$ cat src/hdl/sstr_pkg.sv
// types, constants and the segment table of the seven-segment rasterizer
`default_nettype none

package sstr_pkg;

    // register map, one word per register
    typedef enum logic [2:0] {
        REG_START_X      = 3'd0,
        REG_TOP_Y        = 3'd1,
        REG_DIGIT_WIDTH  = 3'd2,
        REG_DIGIT_HEIGHT = 3'd3,
        REG_THICKNESS    = 3'd4,
        REG_CHAR_GAP     = 3'd5,
        REG_DOT_RADIUS   = 3'd6,
        REG_INK_COLOR    = 3'd7
    } t_reg_idx;

    // segment order of emission
    typedef enum logic [2:0] {
        SEG_A = 3'd0,
        SEG_B = 3'd1,
        SEG_C = 3'd2,
        SEG_D = 3'd3,
        SEG_E = 3'd4,
        SEG_F = 3'd5,
        SEG_G = 3'd6
    } t_seg;

    typedef struct packed {
        logic signed [13:0] start_x;
        logic signed [10:0] top_y;
        logic [7:0]         digit_width;
        logic [7:0]         digit_height;
        logic [5:0]         thickness;
        logic [7:0]         char_gap;
        logic [5:0]         dot_radius;
        logic [15:0]        ink_color;
    } t_cfg;

    // one queued character: origin, segments still to draw, dot flag
    typedef struct packed {
        logic signed [14:0] ox;
        logic [6:0]         mask;
        logic               dot;
    } t_job;

    typedef struct packed {
        logic full;
        logic empty;
    } t_q_status;

    typedef logic signed [17:0] t_coord;

    localparam int QUEUE_DEPTH = 4;

    localparam logic [7:0] CHAR_ZERO = 8'h30;
    localparam logic [7:0] CHAR_NINE = 8'h39;
    localparam logic [7:0] CHAR_DOT  = 8'h2E;

    localparam logic [6:0] DOT_MASK = 7'b000_0001;

    localparam logic signed [15:0] CURSOR_MAX = 16'sd16383;

    localparam int X0_MAX = 16383;
    localparam int Y0_MAX = 2047;
    localparam int X1_MIN = -8192;
    localparam int X1_MAX = 8191;
    localparam int Y1_MIN = -1024;
    localparam int Y1_MAX = 1023;

    // seven-segment pattern, segment a in bit 0
    function automatic logic [6:0] seg_pattern(input logic [3:0] digit);
        logic [6:0] pat;
        case (digit)
            4'd0:    pat = 7'h3F;
            4'd1:    pat = 7'h06;
            4'd2:    pat = 7'h5B;
            4'd3:    pat = 7'h4F;
            4'd4:    pat = 7'h66;
            4'd5:    pat = 7'h6D;
            4'd6:    pat = 7'h7D;
            4'd7:    pat = 7'h07;
            4'd8:    pat = 7'h7F;
            4'd9:    pat = 7'h6F;
            default: pat = 7'h00;
        endcase
        return pat;
    endfunction

endpackage

`default_nettype wire

$ cat src/hdl/sstr_front.sv
// front end: takes characters, keeps the cursor and queues drawable ones
`default_nettype none

module sstr_front (
    input  logic               i_clk,
    input  logic               i_rst_n,
    input  sstr_pkg::t_cfg     i_cfg,
    input  logic               i_valid,
    output logic               o_stall,
    input  logic [7:0]         i_char_code,
    input  logic               i_string_start,
    input  sstr_pkg::t_q_status i_q_stat,
    output logic               o_push,
    output sstr_pkg::t_job     o_job
);
    import sstr_pkg::*;

    logic signed [14:0] r_cursor;
    logic signed [14:0] n_cursor;
    logic signed [14:0] base;
    logic signed [15:0] sum;
    logic [8:0]         adv;
    logic               accept;
    logic               is_digit;
    logic               is_dot;

    // a word is taken whenever the queue has room
    assign o_stall = i_q_stat.full;
    assign accept  = i_valid && !i_q_stat.full;

    // classify the character
    assign is_digit = (i_char_code >= CHAR_ZERO) && (i_char_code <= CHAR_NINE);
    assign is_dot   = (i_char_code == CHAR_DOT);

    // origin of this character
    assign base = i_string_start ? {i_cfg.start_x[13], i_cfg.start_x} : r_cursor;

    // advance and saturating cursor update
    always_comb begin
        if (is_digit) begin
            adv = {1'b0, i_cfg.digit_width} + {1'b0, i_cfg.char_gap};
        end else if (is_dot) begin
            adv = {2'b0, i_cfg.dot_radius, 1'b0} + {1'b0, i_cfg.char_gap};
        end else begin
            adv = {1'b0, i_cfg.char_gap};
        end
        sum = $signed({base[14], base}) + $signed({7'b0, adv});
        n_cursor = (sum > CURSOR_MAX) ? CURSOR_MAX[14:0] : sum[14:0];
    end

    // queue entry
    always_comb begin
        o_push    = accept && (is_digit || is_dot);
        o_job.ox  = base;
        o_job.dot = is_dot;
        o_job.mask = is_dot ? DOT_MASK : seg_pattern(i_char_code[3:0]);
    end

    // cursor register
    always_ff @(posedge i_clk) begin
        if (!i_rst_n) begin
            r_cursor <= '0;
        end else if (accept) begin
            r_cursor <= n_cursor;
        end
    end

endmodule

`default_nettype wire

$ cat src/hdl/sstr_queue.sv
// short job queue between the front end and the rectangle generator
`default_nettype none

module sstr_queue (
    input  logic                i_clk,
    input  logic                i_rst_n,
    input  logic                i_push,
    input  sstr_pkg::t_job      i_job,
    input  logic                i_pop,
    output sstr_pkg::t_job      o_head,
    output sstr_pkg::t_q_status o_stat
);
    import sstr_pkg::*;

    localparam int PTR_W = $clog2(QUEUE_DEPTH);
    localparam int CNT_W = $clog2(QUEUE_DEPTH + 1);

    t_job             r_mem [QUEUE_DEPTH];
    logic [PTR_W-1:0] r_wr_ptr;
    logic [PTR_W-1:0] r_rd_ptr;
    logic [CNT_W-1:0] r_count;
    logic             do_push;
    logic             do_pop;

    assign o_stat.full  = (r_count == CNT_W'(QUEUE_DEPTH));
    assign o_stat.empty = (r_count == '0);
    assign do_push      = i_push && !o_stat.full;
    assign do_pop       = i_pop && !o_stat.empty;
    assign o_head       = r_mem[r_rd_ptr];

    // entry storage
    always_ff @(posedge i_clk) begin
        if (do_push) begin
            r_mem[r_wr_ptr] <= i_job;
        end
    end

    // pointers and fill level
    always_ff @(posedge i_clk) begin
        if (!i_rst_n) begin
            r_wr_ptr <= '0;
            r_rd_ptr <= '0;
            r_count  <= '0;
        end else begin
            if (do_push) begin
                r_wr_ptr <= r_wr_ptr + 1'b1;
            end
            if (do_pop) begin
                r_rd_ptr <= r_rd_ptr + 1'b1;
            end
            case ({do_push, do_pop})
                2'b10:   r_count <= r_count + 1'b1;
                2'b01:   r_count <= r_count - 1'b1;
                default: r_count <= r_count;
            endcase
        end
    end

endmodule

`default_nettype wire

$ cat src/hdl/sstr_back.sv
// back end: turns each queued character into clipped rectangles, one a cycle while the output is not stalled
`default_nettype none

module sstr_back #(
    parameter int SCREEN_WIDTH  = 1024,
    parameter int SCREEN_HEIGHT = 600
) (
    input  logic                i_clk,
    input  logic                i_rst_n,
    input  sstr_pkg::t_cfg      i_cfg,
    input  sstr_pkg::t_job      i_head,
    input  sstr_pkg::t_q_status i_q_stat,
    output logic                o_pop,
    output logic                o_valid,
    input  logic                i_stall,
    output logic [13:0]         o_rect_x0,
    output logic [10:0]         o_rect_y0,
    output logic signed [13:0]  o_rect_x1,
    output logic signed [10:0]  o_rect_y1,
    output logic [15:0]         o_rect_color,
    output logic                o_last_rect
);
    import sstr_pkg::*;

    logic        r_act;
    logic        n_act;
    t_job        r_job;
    t_job        n_job;
    logic        r_valid;
    logic        n_valid;
    logic        out_free;
    logic        emit;
    logic        last;
    logic [6:0]  rem;
    t_seg        seg;
    t_coord      ox, oy, w, h, t, h2, h2x2, th, r2, r4;
    t_coord      x0, y0, x1, y1;

    // clip helpers
    function automatic logic [13:0] clip_x0(input t_coord v);
        logic [13:0] res;
        if (v < 0) begin
            res = '0;
        end else if (v > X0_MAX) begin
            res = 14'(X0_MAX);
        end else begin
            res = v[13:0];
        end
        return res;
    endfunction

    function automatic logic [10:0] clip_y0(input t_coord v);
        logic [10:0] res;
        if (v < 0) begin
            res = '0;
        end else if (v > Y0_MAX) begin
            res = 11'(Y0_MAX);
        end else begin
            res = v[10:0];
        end
        return res;
    endfunction

    function automatic logic signed [13:0] clip_x1(input t_coord v);
        t_coord      c;
        logic [13:0] res;
        c = (v > SCREEN_WIDTH) ? t_coord'(SCREEN_WIDTH) : v;
        if (c < X1_MIN) begin
            res = 14'(X1_MIN);
        end else if (c > X1_MAX) begin
            res = 14'(X1_MAX);
        end else begin
            res = c[13:0];
        end
        return res;
    endfunction

    function automatic logic signed [10:0] clip_y1(input t_coord v);
        t_coord      c;
        logic [10:0] res;
        c = (v > SCREEN_HEIGHT) ? t_coord'(SCREEN_HEIGHT) : v;
        if (c < Y1_MIN) begin
            res = 11'(Y1_MIN);
        end else if (c > Y1_MAX) begin
            res = 11'(Y1_MAX);
        end else begin
            res = c[10:0];
        end
        return res;
    endfunction

    // operands, widened with sign where signed
    always_comb begin
        ox   = {{3{r_job.ox[14]}}, r_job.ox};
        oy   = {{7{i_cfg.top_y[10]}}, i_cfg.top_y};
        w    = {10'b0, i_cfg.digit_width};
        h    = {10'b0, i_cfg.digit_height};
        t    = {12'b0, i_cfg.thickness};
        h2   = {11'b0, i_cfg.digit_height[7:1]};
        h2x2 = {10'b0, i_cfg.digit_height[7:1], 1'b0};
        th   = {13'b0, i_cfg.thickness[5:1]};
        r2   = {11'b0, i_cfg.dot_radius, 1'b0};
        r4   = {10'b0, i_cfg.dot_radius, 2'b0};
    end

    // lowest segment still to draw
    always_comb begin
        seg = SEG_A;
        for (int i = 6; i >= 0; i--) begin
            if (r_job.mask[i]) begin
                seg = t_seg'(3'(i));
            end
        end
        rem  = r_job.mask & (r_job.mask - 7'd1);
        last = (rem == '0);
    end

    // segment geometry
    always_comb begin
        x0 = ox;
        y0 = oy;
        x1 = ox;
        y1 = oy;
        if (r_job.dot) begin
            x0 = ox;
            y0 = oy + h - r4;
            x1 = ox + r2;
            y1 = oy + h - r2;
        end else begin
            unique case (seg)
                SEG_A: begin
                    x0 = ox + t;     y0 = oy;
                    x1 = ox + w - t; y1 = oy + t;
                end
                SEG_B: begin
                    x0 = ox + w - t; y0 = oy + t;
                    x1 = ox + w;     y1 = oy + h2 - t;
                end
                SEG_C: begin
                    x0 = ox + w - t; y0 = oy + h2 + t;
                    x1 = ox + w;     y1 = oy + h2x2 - t;
                end
                SEG_D: begin
                    x0 = ox + t;     y0 = oy + h - t;
                    x1 = ox + w - t; y1 = oy + h;
                end
                SEG_E: begin
                    x0 = ox;         y0 = oy + h2 + t;
                    x1 = ox + t;     y1 = oy + h2x2 - t;
                end
                SEG_F: begin
                    x0 = ox;         y0 = oy + t;
                    x1 = ox + t;     y1 = oy + h2 - t;
                end
                SEG_G: begin
                    x0 = ox + t;     y0 = oy + h2 - th;
                    x1 = ox + w - t; y1 = oy + h2 - th + t;
                end
                default: begin
                    x0 = ox;         y0 = oy;
                    x1 = ox;         y1 = oy;
                end
            endcase
        end
    end

    // job sequencing against the output register
    always_comb begin
        out_free = !r_valid || !i_stall;
        emit     = r_act && out_free;
        o_pop    = !i_q_stat.empty && (!r_act || (emit && last));
        n_act    = r_act;
        n_job    = r_job;
        if (o_pop) begin
            n_act = 1'b1;
            n_job = i_head;
        end else if (emit) begin
            n_act = !last;
            n_job.mask = rem;
        end
        if (emit) begin
            n_valid = 1'b1;
        end else begin
            n_valid = r_valid && i_stall;
        end
    end

    // control registers
    always_ff @(posedge i_clk) begin
        if (!i_rst_n) begin
            r_act   <= 1'b0;
            r_valid <= 1'b0;
        end else begin
            r_act   <= n_act;
            r_valid <= n_valid;
        end
    end

    // job and output payload
    always_ff @(posedge i_clk) begin
        r_job <= n_job;
        if (emit) begin
            o_rect_x0    <= clip_x0(x0);
            o_rect_y0    <= clip_y0(y0);
            o_rect_x1    <= clip_x1(x1);
            o_rect_y1    <= clip_y1(y1);
            o_rect_color <= i_cfg.ink_color;
            o_last_rect  <= last;
        end
    end

    assign o_valid = r_valid;

endmodule

`default_nettype wire

$ cat src/hdl/seven_segment_text_rasterizer_unit.sv
// Seven-segment text rasterizer: one character word in, clipped fill rectangles out.
// The first rectangle of a character passes the queue entry, the job register and the output register.
// The generator emits one rectangle per cycle while the output is not stalled: a digit gives
// one per lit segment (2 to 7), a dot one, and any other character none.
// A four-entry queue lets input run ahead of the generator; the output register holds on stall.
// Reset (synchronous, active low) clears cursor, queue and valid, and loads register defaults.
`default_nettype none

module seven_segment_text_rasterizer_unit #(
    parameter int SCREEN_WIDTH  = 1024,
    parameter int SCREEN_HEIGHT = 600
) (
    input  logic               i_clk,
    input  logic               i_rst_n,
    // configuration port
    input  logic               psel,
    input  logic               penable,
    input  logic               pwrite,
    input  logic [4:0]         paddr,
    input  logic [31:0]        pwdata,
    output logic [31:0]        prdata,
    output logic               pready,
    // character input
    input  logic               i_valid,
    output logic               o_stall,
    input  logic [7:0]         i_char_code,
    input  logic               i_string_start,
    // rectangle output
    output logic               o_valid,
    input  logic               i_stall,
    output logic [13:0]        o_rect_x0,
    output logic [10:0]        o_rect_y0,
    output logic signed [13:0] o_rect_x1,
    output logic signed [10:0] o_rect_y1,
    output logic [15:0]        o_rect_color,
    output logic               o_last_rect
);
    import sstr_pkg::*;

    t_cfg      r_cfg;
    t_reg_idx  reg_idx;
    logic      cfg_write;
    logic      push;
    logic      pop;
    t_job      job_in;
    t_job      job_head;
    t_q_status q_stat;

    assign pready    = 1'b1;
    assign reg_idx   = t_reg_idx'(paddr[4:2]);
    assign cfg_write = psel && penable && pwrite && pready;

    // register writes
    always_ff @(posedge i_clk) begin
        if (!i_rst_n) begin
            r_cfg.start_x      <= 14'sd0;
            r_cfg.top_y        <= 11'sd200;
            r_cfg.digit_width  <= 8'd56;
            r_cfg.digit_height <= 8'd88;
            r_cfg.thickness    <= 6'd10;
            r_cfg.char_gap     <= 8'd10;
            r_cfg.dot_radius   <= 6'd6;
            r_cfg.ink_color    <= 16'hFFFF;
        end else if (cfg_write) begin
            unique case (reg_idx)
                REG_START_X:      r_cfg.start_x      <= pwdata[13:0];
                REG_TOP_Y:        r_cfg.top_y        <= pwdata[10:0];
                REG_DIGIT_WIDTH:  r_cfg.digit_width  <= pwdata[7:0];
                REG_DIGIT_HEIGHT: r_cfg.digit_height <= pwdata[7:0];
                REG_THICKNESS:    r_cfg.thickness    <= pwdata[5:0];
                REG_CHAR_GAP:     r_cfg.char_gap     <= pwdata[7:0];
                REG_DOT_RADIUS:   r_cfg.dot_radius   <= pwdata[5:0];
                REG_INK_COLOR:    r_cfg.ink_color    <= pwdata[15:0];
                default:          r_cfg              <= r_cfg;
            endcase
        end
    end

    // register read-back
    always_comb begin
        unique case (reg_idx)
            REG_START_X:      prdata = {18'b0, r_cfg.start_x};
            REG_TOP_Y:        prdata = {21'b0, r_cfg.top_y};
            REG_DIGIT_WIDTH:  prdata = {24'b0, r_cfg.digit_width};
            REG_DIGIT_HEIGHT: prdata = {24'b0, r_cfg.digit_height};
            REG_THICKNESS:    prdata = {26'b0, r_cfg.thickness};
            REG_CHAR_GAP:     prdata = {24'b0, r_cfg.char_gap};
            REG_DOT_RADIUS:   prdata = {26'b0, r_cfg.dot_radius};
            REG_INK_COLOR:    prdata = {16'b0, r_cfg.ink_color};
            default:          prdata = '0;
        endcase
    end

    // character intake and cursor
    sstr_front u_front (
        .i_clk          (i_clk),
        .i_rst_n        (i_rst_n),
        .i_cfg          (r_cfg),
        .i_valid        (i_valid),
        .o_stall        (o_stall),
        .i_char_code    (i_char_code),
        .i_string_start (i_string_start),
        .i_q_stat       (q_stat),
        .o_push         (push),
        .o_job          (job_in)
    );

    // decoupling queue
    sstr_queue u_queue (
        .i_clk   (i_clk),
        .i_rst_n (i_rst_n),
        .i_push  (push),
        .i_job   (job_in),
        .i_pop   (pop),
        .o_head  (job_head),
        .o_stat  (q_stat)
    );

    // rectangle generation
    sstr_back #(
        .SCREEN_WIDTH  (SCREEN_WIDTH),
        .SCREEN_HEIGHT (SCREEN_HEIGHT)
    ) u_back (
        .i_clk        (i_clk),
        .i_rst_n      (i_rst_n),
        .i_cfg        (r_cfg),
        .i_head       (job_head),
        .i_q_stat     (q_stat),
        .o_pop        (pop),
        .o_valid      (o_valid),
        .i_stall      (i_stall),
        .o_rect_x0    (o_rect_x0),
        .o_rect_y0    (o_rect_y0),
        .o_rect_x1    (o_rect_x1),
        .o_rect_y1    (o_rect_y1),
        .o_rect_color (o_rect_color),
        .o_last_rect  (o_last_rect)
    );

endmodule

`default_nettype wire

$ cat config.mk
export PLATFORM = sky130hd
export DESIGN_NAME = seven_segment_text_rasterizer_unit
export DESIGN_NICKNAME = d
export VERILOG_FILES = /design/src/hdl/sstr_pkg.sv /design/src/hdl/sstr_front.sv /design/src/hdl/sstr_queue.sv /design/src/hdl/sstr_back.sv /design/src/hdl/seven_segment_text_rasterizer_unit.sv
export SDC_FILE = /design/constraint.sdc
export NUM_CORES = 1
export LEC_CHECK = 0
export BUFFER_PORTS_ARGS = -buffer_cell sky130_fd_sc_hd__buf_2
export CAP_MARGIN = 40
export CORE_MARGIN = 2
export CORE_UTILIZATION = 35
export CTS_CLUSTER_DIAMETER = 60
export DETAILED_ROUTE_END_ITERATION = 7
export PLACE_DENSITY = 0.56
export SLEW_MARGIN = 20
export SYNTH_ARGS = -nofsm -noshare
export SYNTH_HDL_FRONTEND = slang
export SYNTH_HIERARCHICAL = 1
export SYNTH_SLANG_ARGS = --single-unit
$ cat constraint.sdc
create_clock -name i_clk -period 6 [get_ports i_clk]
set_input_delay 0.3 -clock i_clk [delete_from_list [all_inputs] [get_ports i_clk]]
set_output_delay 0.3 -clock i_clk [all_outputs]
set_load 0.05 [all_outputs]
=== Word level (Yosys, flattened, before mapping) ===
Memory sizes are Yosys's and may differ from the RTL's. A register that Yosys moved wholly into a read port is not among the register bits.
Cells that the tools add are included.

* Register bits after elaboration: 191
* Latch bits: 0
* Memory bits (writable): 92
* Bits in read-only memories: 112
* Input port bits: 53
* Memories: 2

{| class="wikitable"
|+ Memories
! name !! words !! width !! read ports !! clocked after memory_dff !! write ports !! line !! source
|-
| (name not given) || 16 || 7 || 1 || 0 || 0 || sstr_pkg.sv:74 || <nowiki>case (digit)</nowiki>
|-
| u_queue.r_mem || 4 || 23 || 1 || 1 || 1 || sstr_queue.sv:18 || <nowiki>t_job r_mem [QUEUE_DEPTH];</nowiki>
|}

* Add/sub/neg operators: 24
* Multiply operators: 0
* Div/mod/pow operators: 0
* Magnitude comparators: 13
* Equal/unequal tests: 17
* Shift operators: 0
* Mux-type cells: 37
* Bitwise operators: 1
* Reduce and logical (&&, ||, !) cells: 39

{| class="wikitable"
|+ Operator list
! operator !! number
|-
| $pmux W32 S8 || 1
|-
| $mux W18 || 6
|-
| $pmux W18 S5 || 1
|-
| $pmux W18 S4 || 1
|-
| $sub A18 B7 Y18 || 4
|-
| $pmux W18 S3 || 1
|-
| $add A18 B7 Y18 || 2
|-
| $gt A18 B11 Y1 const B || 2
|-
| $gt A18 B12 Y1 const B || 2
|-
| $lt A18 B1 Y1 const B || 2
|-
| $pmux W18 S2 || 1
|-
| $mux W15 || 2
|-
| $mux W14 || 2
|-
| $add A11 B9 Y12 || 2
|-
| $eq A3 B3 Y1 const B || 8
|-
| $mux W11 || 2
|-
| $mux W3 || 7
|-
| $mux W7 || 3
|-
| $gt A18 B14 Y1 const B || 1
|-
| $gt A18 B15 Y1 const B || 1
|-
| $lt A18 B11 Y1 const B || 1
|-
| $lt A18 B14 Y1 const B || 1
|-
| $mux W9 || 2
|-
| $sub A18 B6 Y18 || 1
|-
| 35 further kinds || 75
|}

=== Logic depth before layout (Yosys ltp) ===
Gate-level depths: netlist of the first run.

* Depth after elaboration: 15
* Mapped depth: 22
* Gate-level depth less buffers: 22

=== Hierarchy ===
Netlist of the first run, hierarchy kept.

{| class="wikitable"
|+ Modules (own cells, without submodules)
! module !! times used !! cells each !! area each (um^2) !! seq. area each (um^2)
|-
| sstr_back || 1 || 1,469 || 12,182.9 || 2,742.6
|-
| sstr_queue || 1 || 174 || 3,836.2 || 2,942.8
|-
| seven_segment_text_rasterizer_unit || 1 || 459 || 3,767.4 || 1,541.5
|-
| sstr_front || 1 || 287 || 2,222.1 || 300.3
|}

=== Least setup slack after synthesis of the first run ===
OpenSTA, ideal clock, no wires.

* Kind: flip-flop to flip-flop
* Start point: reg u_back.r_job (netlist bit u_back/ox[0])
* End point: reg u_back.o_rect_x1[10] (data pin)
* Library setup time: 259 ps
* Arrival: 4,705 ps
* Required time: 5,741 ps
* Path slack: 1,036 ps
* Cell stages (with the launch flop): 20
* Clock period less this slack: 4,964 ps
* Path through: edfxtp_1 > ha_1 > fa_1 > a21o_1 > a211oi_1 > a21oi_1 > ha_1 > o21a_1 > o31a_1 > o21ai_0 > nand2_1 > or4_1 > or3_1 > a31o_2 > nor3_4 > nand4_1 > ha_1 > inv_1 > a21oi_1 > o31a_1

* Cells in the longest elaborated chain, start to end: 8
* Elaborated cells on any way between the ends: 11
* Those cells by class: add/sub: 4; order compare: 3; mux: 4

{| class="wikitable"
|+ Ends and longest elaborated chain
! what !! line !! source
|-
| start, declared || sstr_back.sv:27 || <nowiki>t_job r_job;</nowiki>
|-
| start signal, assigned || sstr_back.sv:201 || <nowiki>r_job <= n_job;</nowiki>
|-
| $add A15 B9 Y16 || n/a ||
|-
| $sub A18 B7 Y18 || sstr_back.sv:133, sstr_back.sv:145, sstr_back.sv:157 ||
|-
| $pmux W18 S3 || sstr_back.sv:130 || <nowiki>unique case (seg)</nowiki>
|-
| $mux W18 (*) || sstr_back.sv:124 || <nowiki>if (r_job.dot) begin</nowiki>
|-
| $gt A18 B12 Y1 || sstr_back.sv:67 || <nowiki>c = (v > SCREEN_WIDTH) ? t_coord'(SCREEN_WIDTH) : v;</nowiki>
|-
| $mux W18 (*) || sstr_back.sv:67 ||
|-
| $gt A18 B14 Y1 || sstr_back.sv:70 || <nowiki>end else if (c > X1_MAX) begin</nowiki>
|-
| $mux W14 || sstr_back.sv:70 ||
|-
| end signal, assigned || sstr_back.sv:205 || <nowiki>o_rect_x1 <= clip_x1(x1);</nowiki>
|-
| end, declared || sstr_back.sv:18 || <nowiki>output logic signed [13:0] o_rect_x1,</nowiki>
|}

Mark *: on every way between the ends. The rest lies on a longest branch, timed or not.
A chain may end at the register's enable or synchronous reset.

=== Worst setup path in the final report of the first run ===
* Start point: reg u_back.r_job (netlist bit u_back/ox[0])
* End point: reg u_back.o_rect_x1[12] (data pin)

Same word-level chain as after synthesis.

==> results.ini, run 1 <==
[status]
status=complete, no violations

[pwr]
total_power_uw=4900
irDropWorstVdd_mv=0.1709
p_leak_uw=0.009207
power.density_nw_per_um2=198.3

[finish]
multi_input_area_um2=13320
final_common_cell=nand2_1
final_cell_mix=nand2_1 (234), edfxtp_1 (182), o21ai_0 (178)
final_layout_size_suffix_gt1_frac=0.1429
sequential_cell_area_um2=7527
fin_area_um2=24720
area_delta_synth_final_pct=12.30
antenna_cells=0
nets=2700
fillCellCount=6212

[logic_synthesis]
synth_edf_count=182
synth_cells=2389
async_flop_share=0
syn_area_um2=22010
synth_seq_cells=285
ys_warn_count=6
synth_flop_cell=edfxtp_1
yosysSeqAreaShare=0.3420
ys_types=121
syn_avg_cell_area_um2=9.212

[clock_tree]
cts_num_sinks=285
cts_root_buf=clkbuf_16
clockBufferDepth=3
clock_latency_ns=0.56
numCtsBuffers=38
cts_setup_buffers=0
cts_tree=built
htreeDepth=2
path_clk_slew_ns=0.06

[floorplanning]
core_um2=61940
placementRows=91
dieHeight_um=254.8
die_area_um2=64900
die_w_um=254.8
start_util=0.3553
io_pins=155

[detailed_routing]
num_vias=19140
ant_nets=0
post_drt_wl_per_cell_um=21.23
routed_via_density=5.716
remaining_drc_errors=0
drt_first_iter_violations=1501
routed_wl_um=71110
drt_pass1_iterations=6

[place]
hpwl_um=54290
place.gp.congestion=0.9061
placed_area_um2=23420
io_buffers=119

[sta]
fin_crit_ns=5.677
clock.fmax_ghz=0.1762
setup_violations=0
max_slew.worst_pin.slew_ns=0.8245
period_share=0.9461
fin_setup_tns_ns=0
relSlewSlack=0.4473
drv_slew=0
skew_ns=0.01519
final-hold-violation-count=0

[global_route]
grt_pass1_wl_um=109000
grt_pass1_vias=18400
overflow=0
grt_max_degree=85
grtUsageTotal=0.2162
grt_antenna_before_repair=0

[setup_path]
start_kind=flop
cp_max_fo=10
cp.required_ns=6.41
end_kind=flop
path_class=reg2reg
cp.arrival_ns=6.09

[worst_hold_path]
worstHoldPathType=in2reg

[flow_run]
maxCapViolCount=0

[state kept, by name, summed over array words and instances (netlist names), named ones only]
| signal | count |
|---|---|
| r_cfg | 77 |
| u_back/o_last_rect | 1 |
| u_back/o_rect_color | 16 |
| u_back/o_rect_x0 | 14 |
| u_back/o_rect_x1 | 14 |
| u_back/o_rect_y0 | 11 |
| u_back/o_rect_y1 | 11 |
| u_back/o_valid | 1 |
| u_back/ox | 15 |
| u_back/r_act | 1 |
| u_back/r_job | 8 |
| u_front/r_cursor | 15 |
| u_queue/r_count | 3 |
| u_queue/r_mem | 92 |
| u_queue/r_rd_ptr | 2 |
| u_queue/r_wr_ptr | 2 |
[layout make-up]
cell class,count,area share
multi-input cells,1851,0.5391
flip-flops and latches,285,0.3046
repair buffers,186,0.04657
well taps,837,0.04237
clock buffers,48,0.04161
inverters,122,0.01853
clock inverters,20,0.007239
[worst max-delay path: stages, from the launching register on]
cell      delay (ns)
edfxtp_1        0.47
ha_1            0.27
fa_1            0.46
a211o_1         0.31
a21oi_1         0.27
ha_1            0.34
o21a_1          0.12
o31a_1          0.13
o21ai_0         0.47
nand2_1         0.14
or4_1           0.54
or3_1           0.34
a31o_2          0.31
nor3_4          0.33
nand4_1         0.14
ha_1            0.32
nor2_2          0.36
a21oi_1         0.08
nor2_1          0.12
[synth_stat cells (all sizes together) (20+ instances only)]
| master | instances | area [um^2] |
|---|---|---|
| clkbuf | 76 | 287.8 |
| a21o | 38 | 292.8 |
| fa | 24 | 480.5 |
| and3 | 22 | 138.9 |
| a211oi | 49 | 415.4 |
| nor3 | 57 | 322.8 |
| a31oi | 20 | 146.4 |
| mux4 | 24 | 540.5 |
| nand2 | 235 | 889.6 |
| a21boi | 49 | 371.6 |
| dfxtp | 103 | 2062 |
| edfxtp | 182 | 5465 |
| o21ai | 186 | 934.6 |
| o21a | 36 | 270.3 |
| a221oi | 30 | 281.5 |
| and2 | 26 | 168.9 |
| xnor2 | 81 | 709.4 |
| nand3 | 56 | 292.8 |
| a21oi | 150 | 754.5 |
| buf | 70 | 495.5 |
| mux2i | 38 | 380.4 |
| nor2 | 147 | 564.3 |
| inv | 122 | 457.9 |
| nor2b | 40 | 250.2 |
| o211ai | 22 | 165.2 |
| xor2 | 43 | 376.6 |
| ha | 139 | 1739 |
| a22oi | 20 | 150.1 |
[metrics by stage]
| step | hold WS (ns) | std cells | setup WS (ns) | util |
|---|---|---|---|---|
| after floorplan | 0.4175 | 2404 | 1.036 | - |
| after global placement | 0.4298 | 3265 | 0.4954 | 0.3767 |
| after detailed placement | 0.4361 | 3272 | 0.3737 | 0.3781 |
| after CTS | 0.03927 | 3348 | 0.3464 | 0.3988 |
| after global routing | 0.05910 | 3349 | -0.01237 | 0.3990 |
| final | 0.05530 | 3349 | 0.3232 | 0.3990 |
[report_power, final]
part           total [uW]  internal (uW)  switching (uW)
clock                2180           1280             907
combinational         591            198             393
sequential           2130           2110            20.6
total                4900           3580            1320
[timing repair]
item / in CTS / in global routing
endpoints found under the hold margin: 13 / 0
gates resized for setup: 0 / 1
endpoints found under the setup margin: 0 / 1
hold buffers: 8 / 0
[cell families after synthesis]
logic type      synth area share
other cells            0.0003412
fa+ha+maj                 0.1013
buf+inv                  0.05640
xor+xnor                 0.04935
mux                      0.05173
simple gates              0.1592
flops                     0.3420
compound gates            0.2396
[routing by layer]
metal,track usage,part of all wire
met2,0.3445,0.45
met3,0.03388,0.063
met5,0,0
met1,0.3029,0.46
met4,0.06032,0.024
[worst paths after layout]
kind                                   start                       to  slack [ns]  depth (start not counted)
worst min-delay path               pwdata[7]                r_cfg[70]        0.06                          3
worst max-delay path            u_back/ox[0]     u_back/o_rect_x1[12]        0.32                         18
worst max register to register  u_back/ox[0]     u_back/o_rect_x1[12]        0.32                         18
worst min register to register     r_cfg[14]  u_back/o_rect_color[14]        0.44                          0
(Power assumes the default switching activity.)
==> run 2: changes to the inputs <==
- CORE_ASPECT_RATIO: unset -> 1.5
==> results.ini, run 2 (synthesized netlist as in run 1, its figures left out) <==
[floorplanning]
io_pins=155  ; unchanged
placementRows=112  ; +23%
start_util=0.3537  ; -0.001601
die_w_um=208.7  ; -18%
die_area_um2=64940  ; about the same
core_um2=62220  ; +0.45%
dieHeight_um=311.1  ; +22%

[sta]
period_share=0.9403  ; -0.005825
max_slew.worst_pin.slew_ns=0.9201  ; +0.09560 ns
rsz0062_at_grt=false
fin_crit_ns=5.642  ; -0.03495 ns
setup_violations=0  ; unchanged
relSlewSlack=0.3707  ; -0.07660
final-hold-violation-count=0  ; unchanged
skew_ns=0.01854  ; +0.003349 ns
worst_hold_slack_ns=0.04037  ; -0.01493 ns
drv_slew=0  ; unchanged
clock.fmax_ghz=0.1772  ; +0.62%
fin_setup_tns_ns=0  ; unchanged
layout_setup_ws_ns=0.3581  ; +0.03495 ns

[worst_hold_path]
worstHoldPathType=in2reg

[clock_tree]
cts_num_sinks=285  ; unchanged
htreeDepth=1  ; -1
path_clk_slew_ns=0.06  ; about the same
cts_root_buf=clkbuf_16
clockBufferDepth=3  ; unchanged
cts_setup_buffers=0  ; unchanged
numCtsBuffers=30  ; -21%
cts_tree=built
clock_latency_ns=0.58  ; +0.02 ns

[pwr]
netSwitchingFraction=0.2548  ; -0.01467
p_leak_uw=0.009148  ; -0.65%
internal_power_uw=3457  ; -3.4%
pwr-share-clk=0.414  ; -0.032
power.density_nw_per_um2=189.2  ; -4.6%
switchingPower_uw=1182  ; -10%
share_seq_of_total_power=0.458  ; +0.024
irDropWorstVdd_mv=0.2664  ; +56%
pwr-share-comb=0.128  ; +0.007

[detailed_routing]
post_drt_wl_per_cell_um=22.03  ; +3.8%
drt_pass1_iterations=5  ; -1
remaining_drc_errors=0  ; unchanged
ant_nets=0  ; unchanged
routed_via_density=5.753  ; +0.64%
num_vias=19010  ; -0.68%
routed_wl_um=72810  ; +2.4%
drt_first_iter_violations=1191  ; -21%

[setup_path]
end_kind=flop
path_class=reg2reg
max_stage_delay_ns=0.46  ; -0.08 ns
start_kind=flop
cp.required_ns=6.37  ; -0.04 ns
cp_max_fo=6  ; -4
worstPathCellList=ha_1 > fa_1 > a21o_1 > a21oi_1 > xnor2_1 > ha_1 > o21ai_0 > a21oi_1 > nor2_1 > xnor2_1 > ha_1 > nand2_1 > nand2_1 > a31oi_1 > nor3_1 > mux2i_1 > o31ai_1 > or3b_2 > nand2_1 > o31ai_1 > a31oi_2 > a211oi_1
cp.arrival_ns=6.01  ; -0.08 ns
cp_slowest_cell=fa_1

[place]
place_ws_ns=0.3952  ; +0.02146 ns
dp_cells=3239  ; -1.0%
io_buffers=119  ; unchanged
hpwl_um=56100  ; +3.3%
place.gp.congestion=0.8833  ; -2.5%

[global_route]
overflow=0  ; unchanged
grt_max_degree=72  ; -15%
grt_antenna_before_repair=0  ; unchanged
grt_pass1_vias=18890  ; +2.7%
grt_pass1_wl_um=111600  ; +2.4%
grtUsageTotal=0.2190  ; +0.002874

[finish]
final_common_cell=nand2_1
final_cell_mix=nand2_1 (234), edfxtp_1 (182), o21ai_0 (178)
nets=2699  ; -0.037%
largest_register=u_queue/r_mem
instances_no_fill=3305  ; -1.3%
multi_input_area_um2=13320  ; about the same
final_layout_size_suffix_gt1_frac=0.1408  ; -0.002108
fillCellCount=6279  ; +1.1%
sequential_cell_area_um2=7527  ; unchanged
area_delta_synth_final_pct=11.42
antenna_cells=0  ; unchanged
top_regs=u_queue/r_mem x92, r_cfg x77, u_back/o_rect_color x16
largest_register_ffs=92  ; unchanged

[status]
status=complete, no violations

[flow_run]
maxCapViolCount=0  ; unchanged

## run 2: cell count changes in the layout (fill, tap and decap cells not counted), moves of 3 or more
cell / previous run / this run
clkbuf_16: 38 / 31
buf_4: 54 / 60
clkbuf_1: 6 / 9
clkinv_1: 3 / 0
inv_6: 4 / 1
## run 2: through the flow
step / instance area (um^2) / utilization / total power, uW
2_1_floorplan: 22060 / - / 2592
3_5_place_dp: 23400 / 0.3760 / 2752
5_1_grt: 24520 / 0.3941 / 4804
4_1_cts: 24500 / 0.3938 / 4689
6_report: 24520 / 0.3941 / 4640
3_3_place_gp: 23310 / 0.3746 / 2740
## run 2: path summary, 6_finish.rpt
kind	start	to	slack [ns]	cells past startpoint
worst max-delay path	r_cfg[52]	u_back/o_rect_y1[2]	0.36	22
worst min-delay path	pwdata[7]	r_cfg[70]	0.04	3
worst max register to register	r_cfg[52]	u_back/o_rect_y1[2]	0.36	22
worst min register to register	r_cfg[14]	u_back/o_rect_color[14]	0.46	0
## run 2: timing repair
action                     in CTS  in global routing
hold buffers                    8                  0
resized for setup               0                  1
setup endpoints to repair       0                  3
hold endpoints to repair       15                  0
## run 2: power groups by stage
| stage | combinational [uW] | sequential, uW | clock (uW) |
|---|---|---|---|
| floorplan | 415 | 2180 | 0 |
| global placement | 573 | 2170 | 0 |
| global route | 644 | 2130 | 2030 |
| finish | 595 | 2130 | 1920 |
| CTS | 592 | 2130 | 1970 |
| detailed placement | 584 | 2170 | 0 |
## run 2: cell type report
cell class | count | share of cell area
sequential | 285 | 0.3070
timing repair buffer | 193 | 0.04873
tap | 798 | 0.04072
inverter | 122 | 0.01867
multi-input combinational | 1851 | 0.5430
clock inverter | 9 | 0.005204
clock buffer | 47 | 0.03669
## run 2: critical path: cells and delay by family, from the launching register on
kind	cells	cell delay, ns
simple gates	6	0.65
xor+xnor	2	0.38
compound gates	9	2.51
flops	1	0.37
mux	1	0.15
fa+ha+maj	4	1.36
## run 2: metal layers
layer,wire length [um],vias up,track usage
li1,-,9056,-
met1,29140,9211,0.2608
met2,36750,597,0.3932
met3,3539,150,0.02735
met4,3377,0,0.09545
met5,0,-,0
